File: src/sv/lzmt_pkg.sv
`default_nettype none
package lzmt_pkg;

    localparam int CFG_ADDR_W = 5;
    localparam int CFG_DATA_W = 64;

    typedef enum logic [1:0] {
        REG_STRATEGY  = 2'd0,
        REG_QUANT_ONE = 2'd1,
        REG_TABLE_LO  = 2'd2,
        REG_TABLE_HI  = 2'd3
    } t_reg_idx;

    localparam logic [1:0] STRAT_TABLE    = 2'd2;
    localparam logic [1:0] STRAT_EXPLICIT = 2'd3;
    localparam logic [1:0] STRAT_RESET    = 2'd1;

    localparam logic [1:0] ERR_NONE       = 2'd0;
    localparam logic [1:0] ERR_WRONG_KIND = 2'd1;
    localparam logic [1:0] ERR_PREFIX     = 2'd2;

    typedef struct packed {
        logic       req_type;
        logic       in_bit;
        logic [7:0] in_byte;
    } t_item;

    typedef struct packed {
        logic        need_byte;
        logic        token_done;
        logic [16:0] distance;
        logic [17:0] length;
        logic [1:0]  error_code;
    } t_result;

    typedef struct packed {
        logic [1:0]  strategy;
        logic        quant_one;
        logic [63:0] table_lo;
        logic [63:0] table_hi;
    } t_cfg;

endpackage
`default_nettype wire

File: src/sv/lzmt_fifo.sv
`default_nettype none
module lzmt_fifo #(
    parameter int WIDTH = 8,
    parameter int DEPTH = 2
) (
    input  wire logic             i_clk,
    input  wire logic             i_rst_n,
    input  wire logic             i_push,
    input  wire logic [WIDTH-1:0] i_data,
    output logic                  o_full,
    input  wire logic             i_pop,
    output logic      [WIDTH-1:0] o_data,
    output logic                  o_empty
);
    localparam int PTR_W = (DEPTH > 1) ? $clog2(DEPTH) : 1;
    localparam int CNT_W = $clog2(DEPTH + 1);

    logic [WIDTH-1:0] r_mem [DEPTH];
    logic [PTR_W-1:0] r_wr_ptr, r_rd_ptr;
    logic [CNT_W-1:0] r_count;
    logic             wr_en, rd_en;

    assign o_full  = (r_count == CNT_W'(DEPTH));
    assign o_empty = (r_count == '0);
    assign wr_en   = i_push && !o_full;
    assign rd_en   = i_pop && !o_empty;
    assign o_data  = r_mem[r_rd_ptr];

    function automatic logic [PTR_W-1:0] ptr_inc(input logic [PTR_W-1:0] p);
        return (p == PTR_W'(DEPTH - 1)) ? '0 : p + PTR_W'(1);
    endfunction

    always_ff @(posedge i_clk) begin
        if (!i_rst_n) begin
            r_wr_ptr <= '0;
            r_rd_ptr <= '0;
            r_count  <= '0;
        end else begin
            if (wr_en) r_wr_ptr <= ptr_inc(r_wr_ptr);
            if (rd_en) r_rd_ptr <= ptr_inc(r_rd_ptr);
            if (wr_en && !rd_en)      r_count <= r_count + CNT_W'(1);
            else if (rd_en && !wr_en) r_count <= r_count - CNT_W'(1);
        end
    end

    always_ff @(posedge i_clk) begin
        if (wr_en) r_mem[r_wr_ptr] <= i_data;
    end

endmodule
`default_nettype wire

File: src/sv/lzmt_cfg.sv
`default_nettype none
module lzmt_cfg (
    input  wire logic                           i_clk,
    input  wire logic                           i_rst_n,
    input  wire logic                           psel,
    input  wire logic                           penable,
    input  wire logic                           pwrite,
    input  wire logic [lzmt_pkg::CFG_ADDR_W-1:0] paddr,
    input  wire logic [lzmt_pkg::CFG_DATA_W-1:0] pwdata,
    output logic      [lzmt_pkg::CFG_DATA_W-1:0] prdata,
    output lzmt_pkg::t_cfg                      o_cfg
);
    import lzmt_pkg::*;

    t_cfg     r_cfg;
    t_reg_idx idx;
    logic     wr_en;

    assign idx   = t_reg_idx'(paddr[4:3]);
    assign wr_en = psel && penable && pwrite;
    assign o_cfg = r_cfg;

    always_ff @(posedge i_clk) begin
        if (!i_rst_n) begin
            r_cfg.strategy  <= STRAT_RESET;
            r_cfg.quant_one <= 1'b0;
            r_cfg.table_lo  <= '0;
            r_cfg.table_hi  <= '0;
        end else if (wr_en) begin
            unique case (idx)
                REG_STRATEGY:  r_cfg.strategy  <= pwdata[1:0];
                REG_QUANT_ONE: r_cfg.quant_one <= pwdata[0];
                REG_TABLE_LO:  r_cfg.table_lo  <= pwdata;
                REG_TABLE_HI:  r_cfg.table_hi  <= pwdata;
                default: ;
            endcase
        end
    end

    always_comb begin
        unique case (idx)
            REG_STRATEGY:  prdata = {62'd0, r_cfg.strategy};
            REG_QUANT_ONE: prdata = {63'd0, r_cfg.quant_one};
            REG_TABLE_LO:  prdata = r_cfg.table_lo;
            REG_TABLE_HI:  prdata = r_cfg.table_hi;
            default:       prdata = '0;
        endcase
    end

endmodule
`default_nettype wire

File: src/sv/lzmt_parser.sv
`default_nettype none
module lzmt_parser #(
    parameter int MAX_PREFIX   = 16,
    parameter int OFFSET_WIDTH = 16
) (
    input  wire logic              i_clk,
    input  wire logic              i_rst_n,
    input  lzmt_pkg::t_cfg         i_cfg,
    input  lzmt_pkg::t_item        i_item,
    input  wire logic              i_item_valid,
    output logic                   o_item_take,
    output lzmt_pkg::t_result      o_res,
    input  wire logic              i_res_ready
);
    import lzmt_pkg::*;

    localparam int GW = (MAX_PREFIX + 1 > 3) ? MAX_PREFIX + 1 : 3;
    localparam int PW = $clog2(MAX_PREFIX + 2);
    localparam int LW = (GW > 18) ? GW + 1 : 19;
    localparam logic [15:0] OFF_MASK = 16'((32'd1 << OFFSET_WIDTH) - 32'd1);

    typedef enum logic [2:0] {
        PH_START  = 3'd0,
        PH_KIND   = 3'd1,
        PH_TABLE  = 3'd2,
        PH_BYTE8  = 3'd3,
        PH_B16LO  = 3'd4,
        PH_B16HI  = 3'd5,
        PH_PREFIX = 3'd6,
        PH_SUFFIX = 3'd7
    } t_phase;

    t_phase          r_phase, n_phase;
    logic [PW-1:0]   r_bit_cnt, n_bit_cnt;
    logic [PW-1:0]   r_zeros, n_zeros;
    logic [GW-1:0]   r_gamma, n_gamma;
    logic [16:0]     r_held, n_held;
    logic [1:0]      r_base, n_base;

    logic            wants_byte;
    logic [2:0]      tidx;
    logic [127:0]    tbl;
    logic [15:0]     entry;
    logic [GW-1:0]   g_shift;
    logic [PW-1:0]   bc_dec;
    logic            bit_in;
    logic [7:0]      byte_in;

    assign o_item_take = i_item_valid && i_res_ready;
    assign bit_in      = i_item.in_bit;
    assign byte_in     = i_item.in_byte;
    assign wants_byte  = (r_phase == PH_BYTE8) || (r_phase == PH_B16LO) ||
                         (r_phase == PH_B16HI);
    assign tidx        = {r_gamma[1:0], bit_in};
    assign tbl         = {i_cfg.table_hi, i_cfg.table_lo};
    assign entry       = tbl[{tidx, 4'b0000} +: 16] & OFF_MASK;
    assign g_shift     = {r_gamma[GW-2:0], bit_in};
    assign bc_dec      = (r_bit_cnt != '0) ? r_bit_cnt - PW'(1) : '0;

    always_comb begin
        n_phase   = r_phase;
        n_bit_cnt = r_bit_cnt;
        n_zeros   = r_zeros;
        n_gamma   = r_gamma;
        n_held    = r_held;
        n_base    = r_base;
        o_res.token_done = 1'b0;
        o_res.distance   = '0;
        o_res.length     = '0;
        o_res.error_code = ERR_NONE;

        if (i_item.req_type != wants_byte) begin
            o_res.error_code = ERR_WRONG_KIND;
            n_phase   = PH_START;
            n_bit_cnt = '0;
            n_zeros   = '0;
            n_gamma   = '0;
            n_held    = '0;
            n_base    = '0;
        end else begin
            unique case (r_phase)
                PH_START: begin
                    if (i_cfg.strategy == STRAT_TABLE) begin
                        n_gamma   = GW'(bit_in);
                        n_bit_cnt = PW'(1);
                        n_phase   = PH_TABLE;
                    end else if (i_cfg.strategy == STRAT_EXPLICIT) begin
                        n_phase = bit_in ? PH_BYTE8 : PH_B16LO;
                    end else if (bit_in) begin
                        n_phase = PH_KIND;
                    end else begin
                        n_gamma   = '0;
                        n_bit_cnt = '0;
                        n_phase   = PH_TABLE;
                    end
                end
                PH_KIND: n_phase = bit_in ? PH_BYTE8 : PH_B16LO;
                PH_TABLE: begin
                    if (r_bit_cnt >= PW'(2)) begin
                        n_held    = {1'b0, entry};
                        n_base    = i_cfg.quant_one ? 2'd2 : 2'd1;
                        n_zeros   = '0;
                        n_bit_cnt = '0;
                        n_gamma   = '0;
                        n_phase   = PH_PREFIX;
                    end else begin
                        n_gamma   = GW'(tidx);
                        n_bit_cnt = r_bit_cnt + PW'(1);
                    end
                end
                PH_BYTE8: begin
                    n_held    = 17'(byte_in) + 17'd1;
                    n_base    = 2'd2;
                    n_zeros   = '0;
                    n_bit_cnt = '0;
                    n_gamma   = '0;
                    n_phase   = PH_PREFIX;
                end
                PH_B16LO: begin
                    n_held  = 17'(byte_in);
                    n_phase = PH_B16HI;
                end
                PH_B16HI: begin
                    n_held    = 17'({byte_in, r_held[7:0]}) + 17'd1;
                    n_base    = 2'd3;
                    n_zeros   = '0;
                    n_bit_cnt = '0;
                    n_gamma   = '0;
                    n_phase   = PH_PREFIX;
                end
                PH_PREFIX: begin
                    if (!bit_in) begin
                        n_zeros = r_zeros + PW'(1);
                        if (r_zeros >= PW'(MAX_PREFIX)) begin
                            o_res.error_code = ERR_PREFIX;
                            n_phase   = PH_START;
                            n_bit_cnt = '0;
                            n_zeros   = '0;
                            n_gamma   = '0;
                            n_held    = '0;
                            n_base    = '0;
                        end
                    end else if (r_zeros == '0) begin
                        o_res.token_done = 1'b1;
                        o_res.distance   = r_held;
                        o_res.length     = 18'(r_base);
                        n_phase   = PH_START;
                        n_bit_cnt = '0;
                        n_gamma   = '0;
                        n_held    = '0;
                        n_base    = '0;
                    end else begin
                        n_gamma   = GW'(1);
                        n_bit_cnt = r_zeros;
                        n_phase   = PH_SUFFIX;
                    end
                end
                PH_SUFFIX: begin
                    n_gamma   = g_shift;
                    n_bit_cnt = bc_dec;
                    if (bc_dec == '0) begin
                        o_res.token_done = 1'b1;
                        o_res.distance   = r_held;
                        o_res.length     = 18'(LW'(r_base) + LW'(g_shift) - LW'(1));
                        n_phase   = PH_START;
                        n_bit_cnt = '0;
                        n_zeros   = '0;
                        n_gamma   = '0;
                        n_held    = '0;
                        n_base    = '0;
                    end
                end
                default: n_phase = PH_START;
            endcase
        end

        o_res.need_byte = (n_phase == PH_BYTE8) || (n_phase == PH_B16LO) ||
                          (n_phase == PH_B16HI);
    end

    always_ff @(posedge i_clk) begin
        if (!i_rst_n) begin
            r_phase   <= PH_START;
            r_bit_cnt <= '0;
            r_zeros   <= '0;
            r_gamma   <= '0;
            r_held    <= '0;
            r_base    <= '0;
        end else if (o_item_take) begin
            r_phase   <= n_phase;
            r_bit_cnt <= n_bit_cnt;
            r_zeros   <= n_zeros;
            r_gamma   <= n_gamma;
            r_held    <= n_held;
            r_base    <= n_base;
        end
    end

endmodule
`default_nettype wire

File: src/sv/lz_match_token_parser.sv
// LZ match token parser.
// Input channel: an item (i_req_type, i_in_bit, i_in_byte) transfers on a
// rising edge with push high and full low. Items land in a two-entry queue.
// The parser takes one item per cycle from that queue and writes one result
// into a two-entry result queue; results leave on a rising edge with pop
// high and empty low, the oldest on the o_ ports while empty is low.
// Each item is registered in the input queue and its result in the result queue.
// Throughput: one item per cycle while the result queue has room.
// When the receiver stalls, the result queue fills, the parser holds, then
// the input queue fills and full rises; nothing is dropped.
// o_need_byte tells the sender which kind of item is expected next.
// Configuration: APB-style, 64-bit registers at byte addresses 0, 8, 16, 24
// (strategy, quant_one, offset table low, offset table high); pready is
// always high. Write only while the block is idle.
// Reset (synchronous, active low) empties both queues, puts the parser at
// the start of a token and returns all registers to their reset values.
`default_nettype none
module lz_match_token_parser #(
    parameter int MAX_PREFIX   = 16,
    parameter int OFFSET_WIDTH = 16
) (
    input  wire logic                            i_clk,
    input  wire logic                            i_rst_n,
    input  wire logic                            psel,
    input  wire logic                            penable,
    input  wire logic                            pwrite,
    input  wire logic [lzmt_pkg::CFG_ADDR_W-1:0] paddr,
    input  wire logic [lzmt_pkg::CFG_DATA_W-1:0] pwdata,
    output logic      [lzmt_pkg::CFG_DATA_W-1:0] prdata,
    output logic                                 pready,
    input  wire logic                            push,
    output logic                                 full,
    input  wire logic                            i_req_type,
    input  wire logic                            i_in_bit,
    input  wire logic [7:0]                      i_in_byte,
    output logic                                 empty,
    input  wire logic                            pop,
    output logic                                 o_need_byte,
    output logic                                 o_token_done,
    output logic      [16:0]                     o_distance,
    output logic      [17:0]                     o_length,
    output logic      [1:0]                      o_error_code
);
    import lzmt_pkg::*;

    t_cfg    cfg;
    t_item   in_item, q_item;
    t_result p_res, q_res;
    logic    q_empty, take, res_full;

    assign pready = 1'b1;
    assign in_item = '{req_type: i_req_type, in_bit: i_in_bit, in_byte: i_in_byte};

    lzmt_cfg u_cfg (
        .i_clk   (i_clk),
        .i_rst_n (i_rst_n),
        .psel    (psel),
        .penable (penable),
        .pwrite  (pwrite),
        .paddr   (paddr),
        .pwdata  (pwdata),
        .prdata  (prdata),
        .o_cfg   (cfg)
    );

    lzmt_fifo #(.WIDTH($bits(t_item)), .DEPTH(2)) u_in_q (
        .i_clk   (i_clk),
        .i_rst_n (i_rst_n),
        .i_push  (push),
        .i_data  (in_item),
        .o_full  (full),
        .i_pop   (take),
        .o_data  (q_item),
        .o_empty (q_empty)
    );

    lzmt_parser #(.MAX_PREFIX(MAX_PREFIX), .OFFSET_WIDTH(OFFSET_WIDTH)) u_parser (
        .i_clk        (i_clk),
        .i_rst_n      (i_rst_n),
        .i_cfg        (cfg),
        .i_item       (q_item),
        .i_item_valid (!q_empty),
        .o_item_take  (take),
        .o_res        (p_res),
        .i_res_ready  (!res_full)
    );

    lzmt_fifo #(.WIDTH($bits(t_result)), .DEPTH(2)) u_out_q (
        .i_clk   (i_clk),
        .i_rst_n (i_rst_n),
        .i_push  (take),
        .i_data  (p_res),
        .o_full  (res_full),
        .i_pop   (pop),
        .o_data  (q_res),
        .o_empty (empty)
    );

    assign o_need_byte  = q_res.need_byte;
    assign o_token_done = q_res.token_done;
    assign o_distance   = q_res.distance;
    assign o_length     = q_res.length;
    assign o_error_code = q_res.error_code;

    // a completed token never carries an error and always has a length
    a_done_clean: assert property (@(posedge i_clk) disable iff (!i_rst_n)
        (!empty && o_token_done) |-> (o_error_code == ERR_NONE && o_length != '0))
        else $error("completed token with error or zero length");

    // no token, no match data
    a_idle_zero: assert property (@(posedge i_clk) disable iff (!i_rst_n)
        (!empty && !o_token_done) |-> (o_distance == '0 && o_length == '0))
        else $error("match data without completed token");

    // after an error the parser restarts and expects a flag bit
    a_err_restart: assert property (@(posedge i_clk) disable iff (!i_rst_n)
        (!empty && o_error_code != ERR_NONE) |-> !o_need_byte)
        else $error("error result expects a byte");

    // parser only steps when the result queue has room
    a_take_room: assert property (@(posedge i_clk) disable iff (!i_rst_n)
        take |-> (!res_full && !q_empty))
        else $error("parser stepped without room or item");

endmodule
`default_nettype wire
File: config.mk
export PLATFORM = sky130hd
export DESIGN_NAME = lz_match_token_parser
export DESIGN_NICKNAME = d
export VERILOG_FILES = /design/src/sv/lzmt_pkg.sv /design/src/sv/lzmt_fifo.sv /design/src/sv/lzmt_cfg.sv /design/src/sv/lzmt_parser.sv /design/src/sv/lz_match_token_parser.sv
export SDC_FILE = /design/constraint.sdc
export NUM_CORES = 1
export LEC_CHECK = 0
export BUFFER_PORTS_ARGS = -buffer_cell sky130_fd_sc_hd__buf_4
export CORE_ASPECT_RATIO = 0.9
export CORE_MARGIN = 2
export CORE_UTILIZATION = 55
export CTS_BUF_LIST = sky130_fd_sc_hd__clkbuf_8
export DETAILED_ROUTE_END_ITERATION = 12
export GPL_ROUTABILITY_DRIVEN = 0
export GPL_TIMING_DRIVEN = 0
export PLACE_DENSITY = 0.84
export SLEW_MARGIN = 20
export SYNTH_ARGS = -nofsm -noshare
export SYNTH_HDL_FRONTEND = slang
export SYNTH_SLANG_ARGS = --single-unit
export TNS_END_PERCENT = 100
File: constraint.sdc
create_clock -name i_clk -period 10.3 [get_ports i_clk]
set_clock_uncertainty 0.15 [all_clocks]
set_input_delay 1.03 -clock i_clk [delete_from_list [all_inputs] [get_ports i_clk]]
set_output_delay 1.03 -clock i_clk [all_outputs]
set_load 0.1 [all_outputs]
# Yosys cells after proc, flatten, opt, wreduce, memory -nomap -nowiden
# Memories as Yosys holds them, arrays and structs flattened. A register that Yosys moved wholly into a read port is not among the register bits.
# Index checks and enable logic that the tools add are counted.
[totals] ff_bits=187 ram_bits=98 input_bits=86 output_inout_bits=106 wordCells=184 mem_count=2
[op_classes] add_sub_neg=15 order_cmp=2 n_eq_ne=25 shifts=1 muxes=78 reduce_logical=45
[memory_table] name="u_out_q.r_mem" depth=2 width=39 read_ports=1 rd_ports_with_merged_regs=1 write_ports=1 line_no="lzmt_fifo.sv:18" rtl="logic [WIDTH-1:0] r_mem [DEPTH];"
[memory_table] name="u_in_q.r_mem" depth=2 width=10 read_ports=1 rd_ports_with_merged_regs=1 write_ports=1 line_no="lzmt_fifo.sv:18"
[ops] operator="$pmux 64 s4" count=1
[ops] operator="$mux 36" count=4
[ops] operator="$shiftx 128x8->16" count=1
[ops] operator="$mux 17" count=6
[ops] operator="$pmux 17 s6" count=1
[ops] operator="$mux 16" count=6
[ops] operator="$pmux 16 s5" count=1
[ops] operator="$mux 5" count=15
[ops] operator="$pmux 36 s2" count=1
[ops] operator="$mux 2" count=16
[ops] operator="$mux 3" count=10
[ops] operator="$pmux 5 s5" count=1
[ops] operator="$pmux 3 s7" count=1
[ops] operator="$pmux 5 s4" count=1
[ops] operator="$add 2x17->18" count=1
[ops] operator="$eq 3x3->1 const B" count=6
[ops] operator="$sub 18x1->18 const B" count=1
[ops] operator="$add 16x1->17 const B" count=1
[ops] operator="$mux 1" count=13
[ops] operator="$eq 2x2->1 const B" count=6
[ops] operator="$reduce_and 6->1" count=2
[ops] operator="$reduce_bool 6->1" count=2
[ops] operator="$logic_and 1x1->1" count=11
[ops] operator="$add 5x1->5 const B" count=2
[ops] operator="other kinds (28)" count=56

# Depth between registers and ports, before layout
[depth] depth_word=9 ltp_mapped=14 depth_no_buf=12

# By module
# Synthesis repeated with hierarchy kept, for this count alone.
[unflattened] hier_cells=1554 hier_area_um2=15662.5
[by_module_without_submodules] mod="lzmt_cfg" n_inst=1 cells_per_inst=643 area_per_inst_um2=6149.6 seq_area_each_um2=2622.5
[by_module_without_submodules] mod="lzmt_parser" n_inst=1 cells_per_inst=704 area_per_inst_um2=5506.5 seq_area_each_um2=960.9
[by_module_without_submodules] mod="lzmt_fifo at u_out_q" n_inst=1 cells_per_inst=146 area_per_inst_um2=3041.7 seq_area_each_um2=2442.3
[by_module_without_submodules] mod="lzmt_fifo at u_in_q" n_inst=1 cells_per_inst=57 area_per_inst_um2=945.9 seq_area_each_um2=700.7
[by_module_without_submodules] mod="lz_match_token_parser" n_inst=1 cells_per_inst=4 area_per_inst_um2=18.8 seq_area_each_um2=0.0

# Worst setup path after synthesis
# Ideal clock, no wire load.
[synth_timing] path_type="input port to output port" start="input paddr[3] (netlist name)" end="output prdata[25] (netlist name)" arrival_ns=3.547 t_required_ns=9.120 path_slack_ns=5.573 cell_stages=5 path_buffers=3 cell_sequence="clkbuf_1 > clkbuf_1 > clkbuf_1 > mux2i_1 > nor2b_1"
[synth_between] elab_chain_cells=2 elab_cells_between_ends=5 classes_between="eq/ne: 3; mux: 1; reduce/logical: 1"
[synth_lines] item="start, declared" line_no="lz_match_token_parser.sv:27" rtl="input wire logic [lzmt_pkg::CFG_ADDR_W-1:0] paddr,"
[synth_lines] item="$eq 2x2->1, or another cell as far along" line_no="lzmt_cfg.sv:41" rtl="unique case (idx)"
[synth_lines] item="$pmux 64 s4 *" line_no="lzmt_cfg.sv:41"
[synth_lines] item="end, declared" line_no="lz_match_token_parser.sv:29" rtl="output logic [lzmt_pkg::CFG_DATA_W-1:0] prdata,"
# Mark *: on every way between the ends. The rest lies on a longest branch, timed or not.

# Worst setup path in the final report
[layout_timing] start="input paddr[3] (netlist name)" end="output prdata[33] (netlist name)"
# The elaborated chain is that of the path after synthesis.

==> flow_summary.yaml <==
global_route:
  grt_max_degree: 26
  grt_util_all_layers_pct: 30.75
  grt-ovfl-total: 0
  grt_pass1_vias: 12770
  antenna_found_initial: 0
  grt_first_pass_wirelength_um: 68060
sta:
  tightest_slew_ns: 0.9396
  drv_slew: 0
  hold_viol: 0
  rsz0062_at_grt: "false"
  fmax_ghz: 0.2134
  fin_crit_sh_pct: 45.49
  fin_ws_ns: 5.614
  setup_viol: 0
  fin_crit_ns: 4.686
  slew_headroom_pct: 37.36
  tns_ns: 0
min_path:
  hold_class: "register to register"
  holdPathStages: 2
  min_from: "u_cfg.o_cfg[105]"
  worstHoldEndpoint: "u_cfg.o_cfg[105]"
cts:
  cts.reportedPaths.clkPinSlew_ns: 0.06
  cts_inserted_buffers: 47
  clockBufferDepth: 3
  clock_latency_ns: 0.57
  root_buffer: "clkbuf_8"
  cts_resized: 0
  postCtsSetupRepairBufs: 0
  ctsHoldBuffers: 0
  cts_sinks: 287
  cts_tree: "done"
  cts_max_level: 2
yosys:
  synth_ff_type: "dfxtp_1"
  netlist.top_cell.by_area: "dfxtp_1"
  synth_top_area_share_pct: 25.83
  synth.ff_latch_count: 287
  synthArstFlopShare_pct: 0
  synth.avg_cell_area_um2: 9.419
  syn_nets: 1671
  syn-cell-area_um2: 14650
  ys_types: 72
  ys_seq_area_share_pct: 45.93
  ys_warn_count: 0
  yosys-top-cells-area: "dfxtp_1 26%, edfxtp_1 20%, nand2_1 8.5%, a21oi_1 5.8%, mux2i_1 5.4%"
  synth_edf_count: 98
  syn_inst: 1555
floorplanning:
  rows: 56
  die_w_um: 176.0
  die_h_um: 158.8
  start_util_pct: 56.04
  io_pins: 192
  die-area_um2: 27950
  core-area_um2: 26140
power:
  p_clk_share_pct: 24.7
  p_int_w: 0.002343
  ir_drop_mv: 0.1465
  power_frac_comb_pct: 41.3
  swShare_pct: 43.03
  power_frac_seq_pct: 34.0
  power.leakage_nw: 6.612
  power.switching_w: 0.001770
  power.density_nw_per_um2: 235.3
status:
  outcome: "finished clean"
worst_setup_path:
  worstPathMaxFanout: 10
  reg2reg_depth: 14
  r2r_setup_slack_ns: 5.95
  max_stage_delay_ns: 0.70
  crit_chain: "clkbuf_1 > clkbuf_1 > clkbuf_1 > mux2i_1 > nor2b_1 > buf_4"
  crit_type: "input pin to output port"
  r2r-end: "u_out_q.r_mem[1][17]"
  cp-start-kind: "input pin"
  critical_path.most_common_cell: "clkbuf_1"
  crit_path_start: "paddr[3]"
  cp.required_ns: 9.12
  slowest_stage: "clkbuf_1"
  arrival_ns: 3.51
  critPathCaptureType: "output port"
detailed_routing:
  ant_nets: 0
  route.detailed.drc: 0
  drt_iter0_drc: 1699
  avgRoutedWirePerCell_um: 20.30
  dr_total_vias: 13360
  first_pass_iters: 8
  vias_per_cell: 6.149
  wl_um: 44120
placement:
  hpwl_um: 32100
  post-place-ws_ns: 5.746
  io_buffer_count: 186
final_layout:
  drive_gt1_share_pct: 19.57
  regArea_um2: 6726
  area_growth_pct: 19.33
  multi_input_area_um2: 7380
  final.fill_count: 2054
  nNetsFinal: 1908
flow_run:
  drv_cap: 0
## power by group through the flow
stage,clock network [W],registers [W],logic (W)
after floorplan,0,0.00140,0.00131
after global placement,0,0.00141,0.00164
after detailed placement,0,0.00142,0.00168
after CTS,0.00102,0.00140,0.00168
after global routing,0.00107,0.00141,0.00177
final,0.00102,0.00140,0.00170
## per-layer routing
layer  wire (µm)  up-vias  global-route usage (%)
li1            -     6001                       -
met1       16800     6291                   39.99
met2       20110      896                   49.53
met3        5086      170                   7.256
met4        2067        3                   12.21
met5          61        -                       0
## how the worst max path moves through the flow
stage / to / slack, ns / depth (start not counted)
detailed placement: prdata[33] / 5.75 / 6
global route: prdata[33] / 5.59 / 6
CTS: prdata[33] / 5.73 / 6
global placement: prdata[33] / 5.72 / 6
floorplan: prdata[25] / 5.57 / 5
finish: prdata[33] / 5.61 / 6
## sequential cells by signal (all words and copies together) (netlist names), named ones only
name / flops
u_parser.r_held: 17
u_parser.r_zeros: 5
u_in_q.r_rd_ptr: 1
u_out_q.r_mem: 78
u_parser.r_base: 2
u_out_q.r_wr_ptr: 1
u_out_q.r_rd_ptr: 1
u_out_q.r_count: 2
u_cfg.o_cfg: 131
u_in_q.r_mem: 20
u_parser.r_bit_cnt: 5
u_parser.r_phase: 3
u_in_q.r_count: 2
u_parser.r_gamma: 16
u_in_q.r_wr_ptr: 1
## critical path, delay by kind of cell
family / cells / cell delay, ns
buffers and inverters: 4 / 1.89
muxes: 1 / 0.28
and+or+nand+nor: 1 / 0.29
## layout make-up
class                   count  share of cell area, %
flip-flops and latches    287                  38.49
clock inverters            26                  1.095
multi-input cells        1126                  42.22
repair buffers            188                  8.218
plain buffers             101                  2.262
clock buffers              55                  4.331
well taps                 348                  2.491
inverters                  41                 0.8805
diodes                      1                0.01432
## cells in the final DEF (no fill, tap or decap), drive strengths merged, types with 21 or more instances in the layout
cell type / synthesis / final
edfxtp: 98 / 98
dfxtp: 189 / 189
a21oi: 170 / 170
nand3: 36 / 36
mux2: 46 / 46
o21ai: 37 / 37
mux2i: 79 / 79
nor2b: 86 / 86
nor2: 58 / 58
a22o: 23 / 23
inv: 39 / 53
nand2: 330 / 330
ha: 29 / 29
mux4: 33 / 33
clkbuf: 77 / 132
buf: 24 / 212
xor2: 21 / 21
## kinds of logic after synthesis
family          after synthesis  share of synthesized area (%)
other cells                   1                        0.02560
compound gates              322                          13.52
buf+inv                     142                          3.750
xor+xnor                     35                          2.093
simple gates                580                          18.06
mux                         158                          14.01
fa+ha+maj                    30                          2.614
flops                       287                          45.93
## cells in the mapped netlist, types with 4 or more instances
cell,number
o31ai_1,5
and3_1,10
mux4_2,33
or3_1,5
nand4_1,5
a22oi_1,5
nor2b_1,86
mux2i_1,79
or2_2,5
a31oi_1,7
nor3_1,12
dfxtp_1,189
buf_2,7
edfxtp_1,98
nand2_1,330
o221ai_1,5
buf_1,15
o22ai_1,12
a21oi_1,169
o21bai_1,4
a22o_1,23
inv_1,38
and2_1,5
nand3_1,36
xnor2_1,14
nand2b_1,6
xor2_1,21
ha_1,29
o21a_1,4
o21ai_0,36
a21o_1,8
mux2_2,46
clkbuf_1,77
nor2_1,58
a211oi_1,4
and4_1,4
## per-stage QoR
step	hold slack [ns]	area (µm²)	power [W]	cells	utilization, %
2_1_floorplan	0.2773	14650	0.002712	1555	-
3_3_place_gp	0.3027	16480	0.003059	2089	63.05
3_5_place_dp	0.3122	16530	0.003099	2091	63.24
4_1_cts	0.3201	17480	0.004097	2172	66.87
5_1_grt	0.3313	17480	0.004247	2172	66.87
6_report	0.3201	17480	0.004113	2173	66.88
(Power assumes the default switching activity.)
